===== src/rtl/olf_pkg.sv =====
// Shared types and character codes for the overstrike-to-underline line filter.
// No dependencies; imported by every module of the block except olf_line_mem.
`default_nettype none

package olf_pkg;

  // Default line store width in columns
  localparam int LINE_WIDTH_DEF = 132;

  // Bytes carried in one output transfer
  localparam int CHUNK_BYTES = 8;

  // Depth of the operation queue between front and back
  localparam int QUEUE_DEPTH = 4;

  // Character codes
  localparam logic [7:0] CH_NUL = 8'h00;
  localparam logic [7:0] CH_BS  = 8'h08;
  localparam logic [7:0] CH_TAB = 8'h09;
  localparam logic [7:0] CH_LF  = 8'h0A;
  localparam logic [7:0] CH_CR  = 8'h0D;
  localparam logic [7:0] CH_SP  = 8'h20;
  localparam logic [7:0] CH_UL  = 8'h5F;

  // Operations handed from the front to the back
  typedef enum logic [2:0] {
    OP_ECHO,
    OP_BS,
    OP_TAB,
    OP_CHAR,
    OP_EOL
  } olf_op_t;

  typedef struct packed {
    olf_op_t    op;
    logic [7:0] data;
  } olf_item_t;

endpackage

`default_nettype wire


===== src/rtl/olf_front.sv =====
// Front end: takes input bytes, tracks line mode and classifies each byte
// into an operation for the queue. Depends on olf_pkg.
`default_nettype none

module olf_front (
  input  logic              clk,
  input  logic              rst_n,
  input  logic              in_valid,
  output logic              in_stall,
  input  logic [7:0]        in_text_byte,
  output logic              push_valid,
  output olf_pkg::olf_item_t push_item,
  input  logic              push_ready
);
  import olf_pkg::*;

  typedef enum logic [1:0] {
    MODE_START,
    MODE_PASS,
    MODE_BUILD
  } mode_t;

  mode_t mode_r, mode_nxt;
  logic  acc;

  // Input transfer; zero bytes are taken and dropped
  assign in_stall = !push_ready;
  assign acc      = in_valid && push_ready && (in_text_byte != CH_NUL);

  // Classify byte and work out the next mode
  always_comb begin
    mode_nxt       = mode_r;
    push_item.data = in_text_byte;
    push_item.op   = OP_CHAR;
    unique case (mode_r) inside
      MODE_START, MODE_BUILD: begin
        if (mode_r == MODE_START && in_text_byte == CH_BS) begin
          push_item.op = OP_ECHO;
          mode_nxt     = MODE_PASS;
        end else begin
          mode_nxt = MODE_BUILD;
          case (in_text_byte)
            CH_BS:   push_item.op = OP_BS;
            CH_TAB:  push_item.op = OP_TAB;
            CH_LF: begin
              push_item.op = OP_EOL;
              mode_nxt     = MODE_START;
            end
            default: push_item.op = OP_CHAR;
          endcase
        end
      end
      MODE_PASS: begin
        push_item.op = OP_ECHO;
        if (in_text_byte == CH_LF) begin
          mode_nxt = MODE_START;
        end
      end
      default: begin
        push_item.op = OP_CHAR;
      end
    endcase
  end

  assign push_valid = acc;

  // Mode register
  always_ff @(posedge clk) begin
    if (!rst_n) begin
      mode_r <= MODE_START;
    end else if (acc) begin
      mode_r <= mode_nxt;
    end
  end

endmodule

`default_nettype wire


===== src/rtl/olf_queue.sv =====
// Short operation queue between front and back, so each side stalls on its own.
// Depends on olf_pkg for the item type and depth.
`default_nettype none

module olf_queue (
  input  logic               clk,
  input  logic               rst_n,
  input  logic               push_valid,
  input  olf_pkg::olf_item_t push_item,
  output logic               push_ready,
  output logic               pop_valid,
  output olf_pkg::olf_item_t pop_item,
  input  logic               pop_ready
);
  import olf_pkg::*;

  localparam int PW = (QUEUE_DEPTH > 1) ? $clog2(QUEUE_DEPTH) : 1;
  localparam int CW = $clog2(QUEUE_DEPTH + 1);
  localparam logic [PW-1:0] PTR_LAST = PW'(QUEUE_DEPTH - 1);
  localparam logic [CW-1:0] CNT_FULL = CW'(QUEUE_DEPTH);

  olf_item_t       entry_r [QUEUE_DEPTH];
  logic [PW-1:0]   wr_ptr_r, rd_ptr_r;
  logic [CW-1:0]   count_r;
  logic            do_push, do_pop;

  assign push_ready = (count_r != CNT_FULL);
  assign pop_valid  = (count_r != '0);
  assign pop_item   = entry_r[rd_ptr_r];
  assign do_push    = push_valid && push_ready;
  assign do_pop     = pop_valid && pop_ready;

  // Pointers and fill count
  always_ff @(posedge clk) begin
    if (!rst_n) begin
      wr_ptr_r <= '0;
      rd_ptr_r <= '0;
      count_r  <= '0;
    end else begin
      if (do_push) begin
        wr_ptr_r <= (wr_ptr_r == PTR_LAST) ? '0 : wr_ptr_r + 1'b1;
      end
      if (do_pop) begin
        rd_ptr_r <= (rd_ptr_r == PTR_LAST) ? '0 : rd_ptr_r + 1'b1;
      end
      if (do_push && !do_pop) begin
        count_r <= count_r + 1'b1;
      end else if (do_pop && !do_push) begin
        count_r <= count_r - 1'b1;
      end
    end
  end

  // Entry storage
  always_ff @(posedge clk) begin
    if (do_push) begin
      entry_r[wr_ptr_r] <= push_item;
    end
  end

endmodule

`default_nettype wire


===== src/rtl/olf_line_mem.sv =====
// Main line store: rows of eight character cells, byte-masked write, registered read.
// No package dependencies.
`default_nettype none

module olf_line_mem #(
  parameter int ROWS = 17,
  parameter int AW   = 5
) (
  input  logic          clk,
  input  logic          wr_en,
  input  logic [AW-1:0] wr_row,
  input  logic [7:0]    wr_mask,
  input  logic [63:0]   wr_data,
  input  logic          rd_en,
  input  logic [AW-1:0] rd_row,
  output logic [63:0]   rd_data
);

  logic [63:0] mem [ROWS];
  logic [63:0] rd_data_r;

  // Byte-masked write
  always_ff @(posedge clk) begin
    if (wr_en) begin
      for (int j = 0; j < 8; j++) begin
        if (wr_mask[j]) begin
          mem[wr_row][8*j +: 8] <= wr_data[8*j +: 8];
        end
      end
    end
  end

  // Registered read
  always_ff @(posedge clk) begin
    if (rd_en) begin
      rd_data_r <= mem[rd_row];
    end
  end

  assign rd_data = rd_data_r;

endmodule

`default_nettype wire


===== src/rtl/olf_back.sv =====
// Back end: carries out queued operations on the line store and emits chunks.
// Depends on olf_pkg; instantiates olf_line_mem.
`default_nettype none

module olf_back #(
  parameter int LINE_WIDTH = olf_pkg::LINE_WIDTH_DEF
) (
  input  logic               clk,
  input  logic               rst_n,
  input  logic               q_valid,
  input  olf_pkg::olf_item_t q_item,
  output logic               q_pop,
  output logic               out_valid,
  input  logic               out_stall,
  output logic [63:0]        out_bytes,
  output logic [3:0]         out_byte_count,
  output logic               out_last_chunk
);
  import olf_pkg::*;

  localparam int ROWS = (LINE_WIDTH + CHUNK_BYTES - 1) / CHUNK_BYTES;
  localparam int RW   = $clog2(ROWS + 1);
  localparam int AW   = (ROWS > 1) ? $clog2(ROWS) : 1;
  localparam int PADW = (ROWS + 1) * CHUNK_BYTES;
  localparam logic [8:0] LW9      = 9'(LINE_WIDTH);
  localparam logic [7:0] LAST_COL = 8'(LINE_WIDTH - 1);

  typedef enum logic [1:0] {
    S_IDLE,
    S_CHAR,
    S_ERD,
    S_EOUT
  } state_t;

  state_t          state_r, state_nxt;
  logic [7:0]      col_r, col_nxt;
  logic [7:0]      far_r, far_nxt;
  logic [7:0]      ext_r, ext_nxt;
  logic [7:0]      pend_r, pend_nxt;
  logic [PADW-1:0] vld_r, vld_nxt;
  logic [PADW-1:0] mark_r, mark_nxt;
  logic [PADW-1:0] in_range;
  logic [RW-1:0]   row_r, row_nxt;
  logic            ul_ph_r, ul_ph_nxt;
  logic [7:0]      cur_r, cur_nxt;
  logic            out_valid_r, out_valid_nxt;
  logic [63:0]     out_bytes_r, out_bytes_nxt;
  logic [3:0]      out_cnt_r, out_cnt_nxt;
  logic            out_last_r, out_last_nxt;

  // Line store port
  logic            wr_en, rd_en;
  logic [AW-1:0]   wr_row, rd_row;
  logic [7:0]      wr_mask;
  logic [63:0]     wr_data;
  logic [63:0]     rd_data;

  // Column arithmetic
  logic [RW-1:0]   col_row;
  logic [2:0]      col_lane;
  logic [7:0]      lane_hot, tab_mask;
  logic [8:0]      col_p1, tab_end;
  logic [7:0]      adv_col, tab_col;
  logic [7:0]      vrow_col;
  logic [7:0]      stored;
  logic            do_mark, do_write;

  // Chunk assembly
  logic [RW+2:0]   base;
  logic [8:0]      base9, rem, pos;
  logic [7:0]      ncells, term, crow_v, crow_m;
  logic [63:0]     chunk;
  logic            chunk_last;
  logic [3:0]      chunk_cnt;
  logic            out_free;

  olf_line_mem #(
    .ROWS (ROWS),
    .AW   (AW)
  ) u_mem (
    .clk     (clk),
    .wr_en   (wr_en),
    .wr_row  (wr_row),
    .wr_mask (wr_mask),
    .wr_data (wr_data),
    .rd_en   (rd_en),
    .rd_row  (rd_row),
    .rd_data (rd_data)
  );

  // Cells that exist in the padded flag vectors
  always_comb begin
    for (int i = 0; i < PADW; i++) begin
      in_range[i] = (i < LINE_WIDTH);
    end
  end

  // Current column: row, lane, next column after a write or a tab
  always_comb begin
    col_row  = RW'(col_r >> 3);
    col_lane = col_r[2:0];
    lane_hot = 8'b1 << col_lane;
    tab_mask = 8'hFF << col_lane;
    col_p1   = {1'b0, col_r} + 9'd1;
    adv_col  = (col_p1 >= LW9) ? LAST_COL : col_p1[7:0];
    tab_end  = {1'b0, col_r[7:3], 3'b000} + 9'd8;
    tab_col  = (tab_end >= LW9) ? LAST_COL : tab_end[7:0];
    vrow_col = vld_r[{col_row, 3'b000} +: 8];
    stored   = vrow_col[col_lane] ? rd_data[{col_lane, 3'b000} +: 8] : CH_NUL;
    do_mark  = (cur_r == CH_UL) || (cur_r == stored) || (stored == CH_UL);
    do_write = !((cur_r == CH_UL) || (cur_r == stored));
  end

  // One output chunk of the main or underline line
  always_comb begin
    base       = {row_r, 3'b000};
    base9      = 9'(base);
    ncells     = ul_ph_r ? ext_r : far_r;
    rem        = {1'b0, ncells} + 9'd1 - base9;
    chunk_last = (rem <= 9'd8);
    chunk_cnt  = chunk_last ? rem[3:0] : 4'd8;
    term       = (ul_ph_r || ext_r == 8'd0) ? CH_LF : CH_CR;
    crow_v     = vld_r[base +: 8];
    crow_m     = mark_r[base +: 8];
    for (int j = 0; j < 8; j++) begin
      pos = base9 + 9'(j);
      if (pos < {1'b0, ncells}) begin
        if (ul_ph_r) begin
          chunk[8*j +: 8] = crow_m[j] ? CH_UL : CH_SP;
        end else begin
          chunk[8*j +: 8] = crow_v[j] ? rd_data[8*j +: 8] : CH_NUL;
        end
      end else if (pos == {1'b0, ncells}) begin
        chunk[8*j +: 8] = term;
      end else begin
        chunk[8*j +: 8] = CH_NUL;
      end
    end
  end

  assign out_free = !out_valid_r || !out_stall;

  // Sequencer
  always_comb begin
    state_nxt     = state_r;
    col_nxt       = col_r;
    far_nxt       = far_r;
    ext_nxt       = ext_r;
    pend_nxt      = pend_r;
    vld_nxt       = vld_r;
    mark_nxt      = mark_r;
    row_nxt       = row_r;
    ul_ph_nxt     = ul_ph_r;
    cur_nxt       = cur_r;
    out_valid_nxt = out_valid_r && out_stall;
    out_bytes_nxt = out_bytes_r;
    out_cnt_nxt   = out_cnt_r;
    out_last_nxt  = out_last_r;
    q_pop         = 1'b0;
    wr_en         = 1'b0;
    wr_row        = col_row[AW-1:0];
    wr_mask       = lane_hot;
    wr_data       = {8{q_item.data}};
    rd_en         = 1'b0;
    rd_row        = col_row[AW-1:0];

    unique case (state_r)
      S_IDLE: begin
        if (q_valid) begin
          unique case (q_item.op)
            OP_ECHO: begin
              if (out_free) begin
                q_pop         = 1'b1;
                out_valid_nxt = 1'b1;
                out_bytes_nxt = {56'd0, q_item.data};
                out_cnt_nxt   = 4'd1;
                out_last_nxt  = 1'b1;
              end
            end
            OP_BS: begin
              q_pop = 1'b1;
              if (col_r != 8'd0) begin
                col_nxt = col_r - 8'd1;
                if (pend_r != 8'hFF) begin
                  pend_nxt = pend_r + 8'd1;
                end
              end
            end
            OP_TAB: begin
              q_pop   = 1'b1;
              wr_en   = 1'b1;
              wr_mask = tab_mask;
              wr_data = {8{CH_SP}};
              vld_nxt[{col_row, 3'b000} +: 8] = vrow_col | tab_mask;
              vld_nxt = vld_nxt & in_range;
              col_nxt = tab_col;
              far_nxt = (tab_col > far_r) ? tab_col : far_r;
            end
            OP_CHAR: begin
              q_pop = 1'b1;
              if (pend_r == 8'd0) begin
                wr_en   = 1'b1;
                vld_nxt[{col_row, 3'b000} +: 8] = vrow_col | lane_hot;
                vld_nxt = vld_nxt & in_range;
                col_nxt = adv_col;
                far_nxt = (adv_col > far_r) ? adv_col : far_r;
              end else begin
                // overstrike: fetch the stored cell first
                rd_en     = 1'b1;
                cur_nxt   = q_item.data;
                state_nxt = S_CHAR;
              end
            end
            OP_EOL: begin
              q_pop     = 1'b1;
              row_nxt   = '0;
              ul_ph_nxt = 1'b0;
              state_nxt = S_ERD;
            end
            default: begin
              q_pop = 1'b1;
            end
          endcase
        end
      end

      S_CHAR: begin
        if (do_mark) begin
          mark_nxt[{col_row, 3'b000} +: 8] = mark_r[{col_row, 3'b000} +: 8] | lane_hot;
          mark_nxt = mark_nxt & in_range;
          ext_nxt  = (col_p1[7:0] > ext_r) ? col_p1[7:0] : ext_r;
        end
        if (do_write) begin
          wr_en   = 1'b1;
          wr_data = {8{cur_r}};
          vld_nxt[{col_row, 3'b000} +: 8] = vrow_col | lane_hot;
          vld_nxt = vld_nxt & in_range;
        end
        pend_nxt  = pend_r - 8'd1;
        col_nxt   = adv_col;
        far_nxt   = (adv_col > far_r) ? adv_col : far_r;
        state_nxt = S_IDLE;
      end

      S_ERD: begin
        rd_en     = !ul_ph_r;
        rd_row    = row_r[AW-1:0];
        state_nxt = S_EOUT;
      end

      S_EOUT: begin
        if (out_free) begin
          out_valid_nxt = 1'b1;
          out_bytes_nxt = chunk;
          out_cnt_nxt   = chunk_cnt;
          out_last_nxt  = 1'b0;
          if (!chunk_last) begin
            row_nxt   = row_r + 1'b1;
            state_nxt = S_ERD;
          end else if (!ul_ph_r && ext_r != 8'd0) begin
            ul_ph_nxt = 1'b1;
            row_nxt   = '0;
            state_nxt = S_ERD;
          end else begin
            // line done: clear both stores and the counters
            out_last_nxt = 1'b1;
            col_nxt      = 8'd0;
            far_nxt      = 8'd0;
            ext_nxt      = 8'd0;
            pend_nxt     = 8'd0;
            vld_nxt      = '0;
            mark_nxt     = '0;
            state_nxt    = S_IDLE;
          end
        end
      end

      default: begin
        state_nxt = S_IDLE;
      end
    endcase
  end

  // State and registered outputs
  always_ff @(posedge clk) begin
    if (!rst_n) begin
      state_r     <= S_IDLE;
      col_r       <= 8'd0;
      far_r       <= 8'd0;
      ext_r       <= 8'd0;
      pend_r      <= 8'd0;
      vld_r       <= '0;
      mark_r      <= '0;
      row_r       <= '0;
      ul_ph_r     <= 1'b0;
      out_valid_r <= 1'b0;
    end else begin
      state_r     <= state_nxt;
      col_r       <= col_nxt;
      far_r       <= far_nxt;
      ext_r       <= ext_nxt;
      pend_r      <= pend_nxt;
      vld_r       <= vld_nxt;
      mark_r      <= mark_nxt;
      row_r       <= row_nxt;
      ul_ph_r     <= ul_ph_nxt;
      out_valid_r <= out_valid_nxt;
    end
  end

  // Payload registers
  always_ff @(posedge clk) begin
    cur_r       <= cur_nxt;
    out_bytes_r <= out_bytes_nxt;
    out_cnt_r   <= out_cnt_nxt;
    out_last_r  <= out_last_nxt;
  end

  assign out_valid      = out_valid_r;
  assign out_bytes      = out_bytes_r;
  assign out_byte_count = out_cnt_r;
  assign out_last_chunk = out_last_r;

endmodule

`default_nettype wire


===== src/rtl/overstrike_to_underline_line_filter_top.sv =====
// Top level of the overstrike-to-underline line filter.
// Depends on olf_pkg; instantiates olf_front, olf_queue and olf_back.
//
//   Channel  Direction  Handshake            Payload
//   in_      input      in_valid / in_stall  in_text_byte[7:0]
//   out_     output     out_valid/out_stall  out_bytes[63:0], out_byte_count[3:0],
//                                            out_last_chunk
//
// Plain bytes, backspaces, tabs and pass-through echoes finish in S_IDLE, an echo
// once the output register is free; a byte struck over a pending backspace
// reads the row, then writes it in S_CHAR. Line end, per chunk, reads the row
// in S_ERD (main line only), then loads the output in S_EOUT, up to 34 chunks.
// A four-entry queue separates front and back; in_stall rises when it is full.
// Reset is synchronous; cell valid bits and marks clear at once, no clearing pass.
// A stalled output transfer holds in the output register.
`default_nettype none

module overstrike_to_underline_line_filter_top #(
  parameter int LINE_WIDTH = olf_pkg::LINE_WIDTH_DEF
) (
  input  logic        clk,
  input  logic        rst_n,
  input  logic        in_valid,
  output logic        in_stall,
  input  logic [7:0]  in_text_byte,
  output logic        out_valid,
  input  logic        out_stall,
  output logic [63:0] out_bytes,
  output logic [3:0]  out_byte_count,
  output logic        out_last_chunk
);
  import olf_pkg::*;

  logic      push_valid, push_ready;
  olf_item_t push_item;
  logic      pop_valid, pop_ready;
  olf_item_t pop_item;

  // Classification front end
  olf_front u_front (
    .clk          (clk),
    .rst_n        (rst_n),
    .in_valid     (in_valid),
    .in_stall     (in_stall),
    .in_text_byte (in_text_byte),
    .push_valid   (push_valid),
    .push_item    (push_item),
    .push_ready   (push_ready)
  );

  // Operation queue
  olf_queue u_queue (
    .clk        (clk),
    .rst_n      (rst_n),
    .push_valid (push_valid),
    .push_item  (push_item),
    .push_ready (push_ready),
    .pop_valid  (pop_valid),
    .pop_item   (pop_item),
    .pop_ready  (pop_ready)
  );

  // Line store and emission back end
  olf_back #(
    .LINE_WIDTH (LINE_WIDTH)
  ) u_back (
    .clk            (clk),
    .rst_n          (rst_n),
    .q_valid        (pop_valid),
    .q_item         (pop_item),
    .q_pop          (pop_ready),
    .out_valid      (out_valid),
    .out_stall      (out_stall),
    .out_bytes      (out_bytes),
    .out_byte_count (out_byte_count),
    .out_last_chunk (out_last_chunk)
  );

endmodule

`default_nettype wire


===== config.mk =====
export PLATFORM = sky130hd
export DESIGN_NAME = overstrike_to_underline_line_filter_top
export DESIGN_NICKNAME = d
export VERILOG_FILES = /design/src/rtl/olf_pkg.sv /design/src/rtl/olf_front.sv /design/src/rtl/olf_queue.sv /design/src/rtl/olf_line_mem.sv /design/src/rtl/olf_back.sv /design/src/rtl/overstrike_to_underline_line_filter_top.sv
export SDC_FILE = /design/constraint.sdc
export NUM_CORES = 2
export LEC_CHECK = 0
export ABC_AREA = 1
export ABC_CLOCK_PERIOD_IN_PS = 14060
export CELL_PAD_IN_SITES_DETAIL_PLACEMENT = 1
export CELL_PAD_IN_SITES_GLOBAL_PLACEMENT = 1
export CORE_MARGIN = 2
export CORE_UTILIZATION = 56
export CTS_BUF_LIST = sky130_fd_sc_hd__clkbuf_2
export DETAILED_ROUTE_END_ITERATION = 6
export DONT_BUFFER_PORTS = 1
export PLACE_DENSITY_LB_ADDON = 0.1
export SLEW_MARGIN = 20
export SYNTH_ARGS = -nofsm -noshare
export SYNTH_HDL_FRONTEND = slang
export SYNTH_SLANG_ARGS = --single-unit

===== constraint.sdc =====
create_clock -name clk -period 14.06 [get_ports clk]
set_clock_uncertainty 0.2 [all_clocks]
set_input_delay 2.812 -clock clk [delete_from_list [all_inputs] [get_ports clk]]
set_output_delay 2.812 -clock clk [all_outputs]
set_load 0.01 [all_outputs]

== After elaboration in Yosys (flattened, before gate mapping) ==
Memories as Yosys holds them, arrays and structs flattened. A register that Yosys moved wholly into a read port is not among the register bits.
Index checks and enable logic that the tools add are counted.
Storage, ports and cells
  RAM bits: 1132
  register bits: 415
  output and inout port bits: 71
  memories kept: 2
  input port bits: 12
Cells by class
  add/sub/neg operators: 20
  shifts and indexed selects: 11
  mux-type cells: 183
  equal/unequal tests: 50
  bitwise gates (word level): 4
  reductions and logical operators: 46
  magnitude comparators: 15
Memory list
  u_back.u_mem.mem: depth 17, bits a word 64, read ports 1, clocked after memory_dff 1, wr ports 1, line olf_line_mem.sv:19  | logic [63:0] mem [ROWS];
  u_queue.entry_r: depth 4, bits a word 11, read ports 1, clocked after memory_dff 1, wr ports 1, line olf_queue.sv:22  | olf_item_t entry_r [QUEUE_DEPTH];
Operators by type and width (count)
  $mux 144: 7
  $pmux 144 s2: 2
  $shiftx 144x9->8: 4
  $mux 64: 7
  $mux 8: 55
  $bwmux 144: 3
  $pmux 144 s3: 1
  $shiftx 8x10->144: 3
  $pmux 64 s2: 2
  $shift 8x10->144 const A: 1
  $pmux 8 s3: 4
  $shiftx 64x7->8: 1
  $eq 9x8->1: 7
  $lt 9x8->1: 7
  $mux 7: 8
  $mux 1: 51
  $add 8x3->9 const B: 4
  $pmux 8 s2: 2
  $reduce_and 8->1: 4
  $mux 5: 6
  $add 8x1->9 const B: 3
  $eq 8x4->1 const B: 3
  $gt 8x8->1: 3
  $mux 2: 12
  other kinds (55): 129

== Logic depth before layout (Yosys ltp) ==
  depth after elaboration: 10
  depth in mapped cells: 27

== Modules after synthesis ==
From an unflattened synthesis, not the netlist that was laid out.
Unflattened totals
  cells, all modules: 8669
  area, all modules: 77460.5 um2
Modules (own cells, without submodules)
  olf_line_mem: sequential area each 34593.2 um2, times used 1, cells an instance 3869, area each 46565.9 um2
  olf_back: sequential area each 8418.1 um2, times used 1, cells an instance 4559, area each 28401.0 um2
  olf_queue: sequential area each 1501.4 um2, times used 1, cells an instance 177, area each 2153.3 um2
  olf_front: sequential area each 40.0 um2, times used 1, cells an instance 64, area each 340.3 um2

== Worst setup path after synthesis ==
OpenSTA, ideal clock, no wires.
  kind: register -> register
  start: register u_back.col_r[4]
  end: memory u_back.u_mem.mem[0][11], data pin
  required time: 12600 ps
  stages on the path, launching flop included: 20
  arrival time: 7385 ps
  path slack: 5215 ps
  cell sequence: dfxtp_1 buf_2 inv_2 buf_4 buf_2 nand3_1 a21oi_1 nor2_1 nand3_1 nand3_1 nand3_2 buf_6 nand3_1 nand2_1 nand2_1 nand2_1 nor2_2 nand2_2 nand3_2 o21ai_0
Between the ends
  word-level cells in the longest chain between the ends: 8
RTL lines
  from (decl): line olf_back.sv:36  | logic [7:0] col_r, col_nxt;
  from (signal assigned): line olf_back.sv:299  | col_r <= col_nxt;
  $shiftx 144x9->8: line olf_back.sv:108  | vrow_col = vld_r[{col_row, 3'b000} +: 8];
  $bmux 1 s3: line olf_back.sv:109  | stored = vrow_col[col_lane] ? rd_data[{col_lane, 3'b000} +: 8] : CH_NUL;
  $mux 1 (implied by the code): line olf_back.sv:109
  $mux 8: line olf_back.sv:109
  $eq 8x8->1: line olf_back.sv:111  | do_write = !((cur_r == CH_UL) || (cur_r == stored));
  $logic_or 1x1->1: line olf_back.sv:111
  $mux 64: line olf_back.sv:233  | if (do_write) begin
  $pmux 64 s2: line olf_back.sv:167  | unique case (state_r)
  named net u_back.u_mem.wr_data[11]: line olf_line_mem.sv:13  | input logic [63:0] wr_data,
  to (decl): line olf_line_mem.sv:19
The timed path passes the listed nets, and every way through them passes these cells. The select of a mux whose other input is x is not followed.

== Worst setup path after layout ==
  start: register u_back.col_r[3]
  end: memory u_back.u_mem.mem[2][63], data pin
Between the ends
  word-level cells in the longest chain between the ends: 8
RTL lines (line)
  $shiftx 144x9->8: olf_back.sv:108
  $bmux 1 s3: olf_back.sv:109
  $mux 1 (implied by the code): olf_back.sv:109
  $mux 8: olf_back.sv:109
  $eq 8x8->1: olf_back.sv:111
  $logic_or 1x1->1: olf_back.sv:111
  $mux 64: olf_back.sv:233
  $pmux 64 s2: olf_back.sv:167
No other way between the ends. The select of a mux whose other input is x is not followed.

==> metrics.txt <==
status=complete, but fails checks; violated checks=capacitance limit, slew limit; predominant post-synthesis flop cell=edfxtp_1; H-tree levels=5; internal power=0.00916 W; post-layout min period=7500 ps; clk_lat worst skew=1890 ps; Hold Path Class=reg -> reg; Power Density=226 nW/µm²; Mapped Area=75300 µm²; Worst Path Max Fanout=73; Critical-path top delay cell=buf_4; critical path's largest stage delay=820 ps; asr flop ratio synth=0; Slew Limit Headroom=-0.0868; Vias/cell=6.98; CTS resizes=0; cell mode on critical path=nand2_1; Fin Setup TNS=0 ps; Final nets=7987; Critical path buffers and inverters=4; die width=371 µm; Port Buffers=0; largest net degree at the start of global routing=195; total CTS buffers=407; Synth Area per Inst=9.49 µm²; Fmax=133 MHz; vias in the first global route=67600; Flop pwr share=0.380; Sequential Area=44600 µm²; Synthesis Warnings=0; GRT overflow=0; clk buf depth=4; Initial Util=0.564; Pre-antenna DRT Iters=6; IO Pins=83; Final Hold Fails=0; RSZ-0062 raised after global routing=no; DRC Markers=0; Gate power share=0.434; hpwl dp=202000 µm; area occupied by multi-input gates=26700 µm²; cell taking the most area after synthesis=edfxtp_1; largest cells by area after synthesis=edfxtp_1 51%, dfxtp_1 8.4%, o21ai_0 6.6%; synth unique cells=62; first-pass GRT wire length=461000 µm; Seq cells post-synth=1589; clock share of power=0.187; Crit path max-delay family=buffers and inverters; Area growth, synth to finish=6.10%; Net Sw Frac=0.493; net switching power=0.00889 W; post-DR wirelength/cell=33.1 µm; fin crit share=0.533; gr usage total=0.458; Placer Congestion=1.07; Max Transition Viols Final=18; max_cap viols=2; CTS tree=built; CP startpoint kind=flop; Worst setup EP type=flop; initial antenna violation count=23; crit-path cells=buf_4 > buf_4 > nand2_1 > nand3_1 > nand2_1 > nand2_1 > nand2_1 > nor2_1 > nand2_1 > nand3_2 > nand3_2 > nand3_1 > nand2_1 > nand2_1 > nand2_1 > nor2_1 > nand2_2 > nand2_1 > nand2_4 > o221ai_4 > buf_4 > buf_4; post-synth top area share=0.508; leak pwr=27.6 nW; root buffer cell=clkbuf_2; hold slack=266 ps; Rows=134; Die Ht=371 µm; DR iter-0 viols=10500; routed wire length=330000 µm; layout cell share with drive strength beyond 1=0.101; # Post-CTS Setup Buffers=0; vias=69500; EDFF count, synth=1273; fraction of the yosys area taken by sequential cells=0.592; Sink Count=1589; ANT nets after route=0; Peak VDD IR=0.000193 V; Worst EP required=15200 ps; Syn Nets=8022; WS Path Type=reg -> reg; hold_buf cts=0; final setup fails=0; die area=137000 µm²; core footprint=133000 µm²; clk slew on worst S/H paths=100 ps; CP arrival=8630 ps; Tightest Pin Transition=1620 ps; cells after synthesis=7932; Filler cells=15000
## registers in the layout, summed over array words and instances, names as in the netlist, 5 cells and up, named ones only
name	flops
u_back.u_mem.mem	1088
u_back.mark_r	132
u_back.vld_r	132
u_back.out_bytes	64
u_back.u_mem.rd_data	64
u_queue.entry_r	44
u_back.col_r	8
u_back.cur_r	8
u_back.ext_r	8
u_back.far_r	8
u_back.pend_r	8
u_back.row_r	5
## cells in the mapped netlist, types with 4 or more instances
master and n:
edfxtp_1 1273, nand2_1 1092, nor2_1 1061, o21ai_0 990, a21oi_1 620, inv_1 511, clkbuf_1 414, dfxtp_1 316
nand3_1 314, nand4_1 285, o221ai_1 210, nor3_1 129, o211ai_1 84, ha_1 75, o22ai_1 75, a31oi_1 72
buf_2 67, a22oi_1 46, buf_1 46, a211oi_1 23, a22o_1 20, buf_4 19, inv_2 18, o21ai_1 14
nor4_1 12, nor2_2 11, a21oi_2 10, a221oi_1 10, clkinv_1 10, xor2_1 10, buf_6 9, nand2_2 9
or2_2 8, a21boi_0 7, a32oi_1 7, o2bb2ai_1 6, nand3_2 5, o2111ai_1 4, o21bai_1 4, o31ai_1 4
## layer usage
metal	wire length, µm	vias to the layer above	track usage	share of wire
met2	146000	5672	0.707	0.44
met5	126	-	0	0.00038
met3	38700	1535	0.122	0.12
met4	27600	18	0.305	0.084
li1	-	28600	-	-
met1	117000	33800	0.568	0.35
## layout make-up
type                       count  share of cell area
antenna                       15            0.000470
clock buffer                 587              0.0368
clock inverter               100             0.00608
inverter                     540              0.0257
multi-input combinational   5248               0.334
sequential                  1589               0.558
tap                         1768              0.0277
timing repair buffer         111              0.0117
## stage by stage
| stage | total power (W) | setup slack (ps) | instances | utilization | area (µm²) |
|---|---|---|---|---|---|
| final | 0.0181 | 6560 | 9958 | 0.599 | 79900 |
| after global routing | 0.0185 | 6440 | 9950 | 0.598 | 79900 |
| after CTS | 0.0175 | 6680 | 9941 | 0.598 | 79800 |
| after detailed placement | 0.0142 | 6800 | 9254 | 0.572 | 76300 |
| after global placement | 0.0139 | 6950 | 9254 | 0.572 | 76300 |
| after floorplan | 0.0113 | 5220 | 7932 | - | 75300 |
## cells by family (layout without fill, tap and decap cells)
| logic type | Yosys count | count (layout) | share of synthesized area |
|---|---|---|---|
| AO/OA/AOI/OAI | 2223 | 2223 | 0.171 |
| XOR/XNOR | 11 | 11 | 0.00128 |
| AND/OR/NAND/NOR | 2936 | 2936 | 0.166 |
| flip-flops | 1589 | 1589 | 0.592 |
| buffers and inverters | 1095 | 1338 | 0.0576 |
| other | 0 | 15 | 0 |
| adder cells (fa/ha/maj) | 78 | 78 | 0.0133 |
## worst register-to-register path, stage by stage (launching register included)
cell,delay [ps]
dfxtp_4,790
buf_4,730
buf_4,750
nand2_1,130
nand3_1,120
nand2_1,80
nand2_1,60
nand2_1,50
nor2_1,230
nand2_1,100
nand3_2,100
nand3_2,410
nand3_1,290
nand2_1,90
nand2_1,60
nand2_1,60
nor2_1,110
nand2_2,110
nand2_1,160
nand2_4,410
o221ai_4,380
buf_4,700
buf_4,910
## power by group through the flow
| stage | Clock, W | Sequential (W) | Combinational, W |
|---|---|---|---|
| after floorplan | 0 | 0.00697 | 0.00433 |
| after global placement | 0 | 0.00691 | 0.00694 |
| after detailed placement | 0 | 0.00693 | 0.00725 |
| after CTS | 0.00324 | 0.00683 | 0.00738 |
| after global routing | 0.00351 | 0.00687 | 0.00810 |
| final | 0.00337 | 0.00686 | 0.00783 |
## layout by cell type, fill, tap and decap left out, types with 8 or more instances in the layout
master	n
edfxtp_1	1273
nand2_1	1089
nor2_1	1054
o21ai_0	984
a21oi_1	620
clkbuf_2	587
inv_1	508
nand3_1	313
dfxtp_1	311
nand4_1	285
o221ai_1	207
nor3_1	128
buf_4	100
clkinv_1	85
o211ai_1	84
o22ai_1	74
ha_1	74
a31oi_1	72
a22oi_1	46
a211oi_1	23
inv_2	21
a22o_1	20
diode_2	15
clkinv_2	15
o21ai_1	14
nor2_2	13
nor4_1	12
nand2_2	10
xor2_1	10
a221oi_1	10
a21oi_2	10
or2_2	8
## final timing paths
kind | start | endpoint | slack, ps | cells after the start
worst max-delay path | u_back.col_r[3] | u_back.u_mem.mem[2][63] | 6560 | 22
worst min-delay path | u_back.mark_r[105] | u_back.mark_r[105] | 270 | 2
worst max register to register | u_back.col_r[3] | u_back.u_mem.mem[2][63] | 6560 | 22
worst min register to register | u_back.mark_r[105] | u_back.mark_r[105] | 270 | 2
No activity file was read; power rests on OpenSTA's default activity.
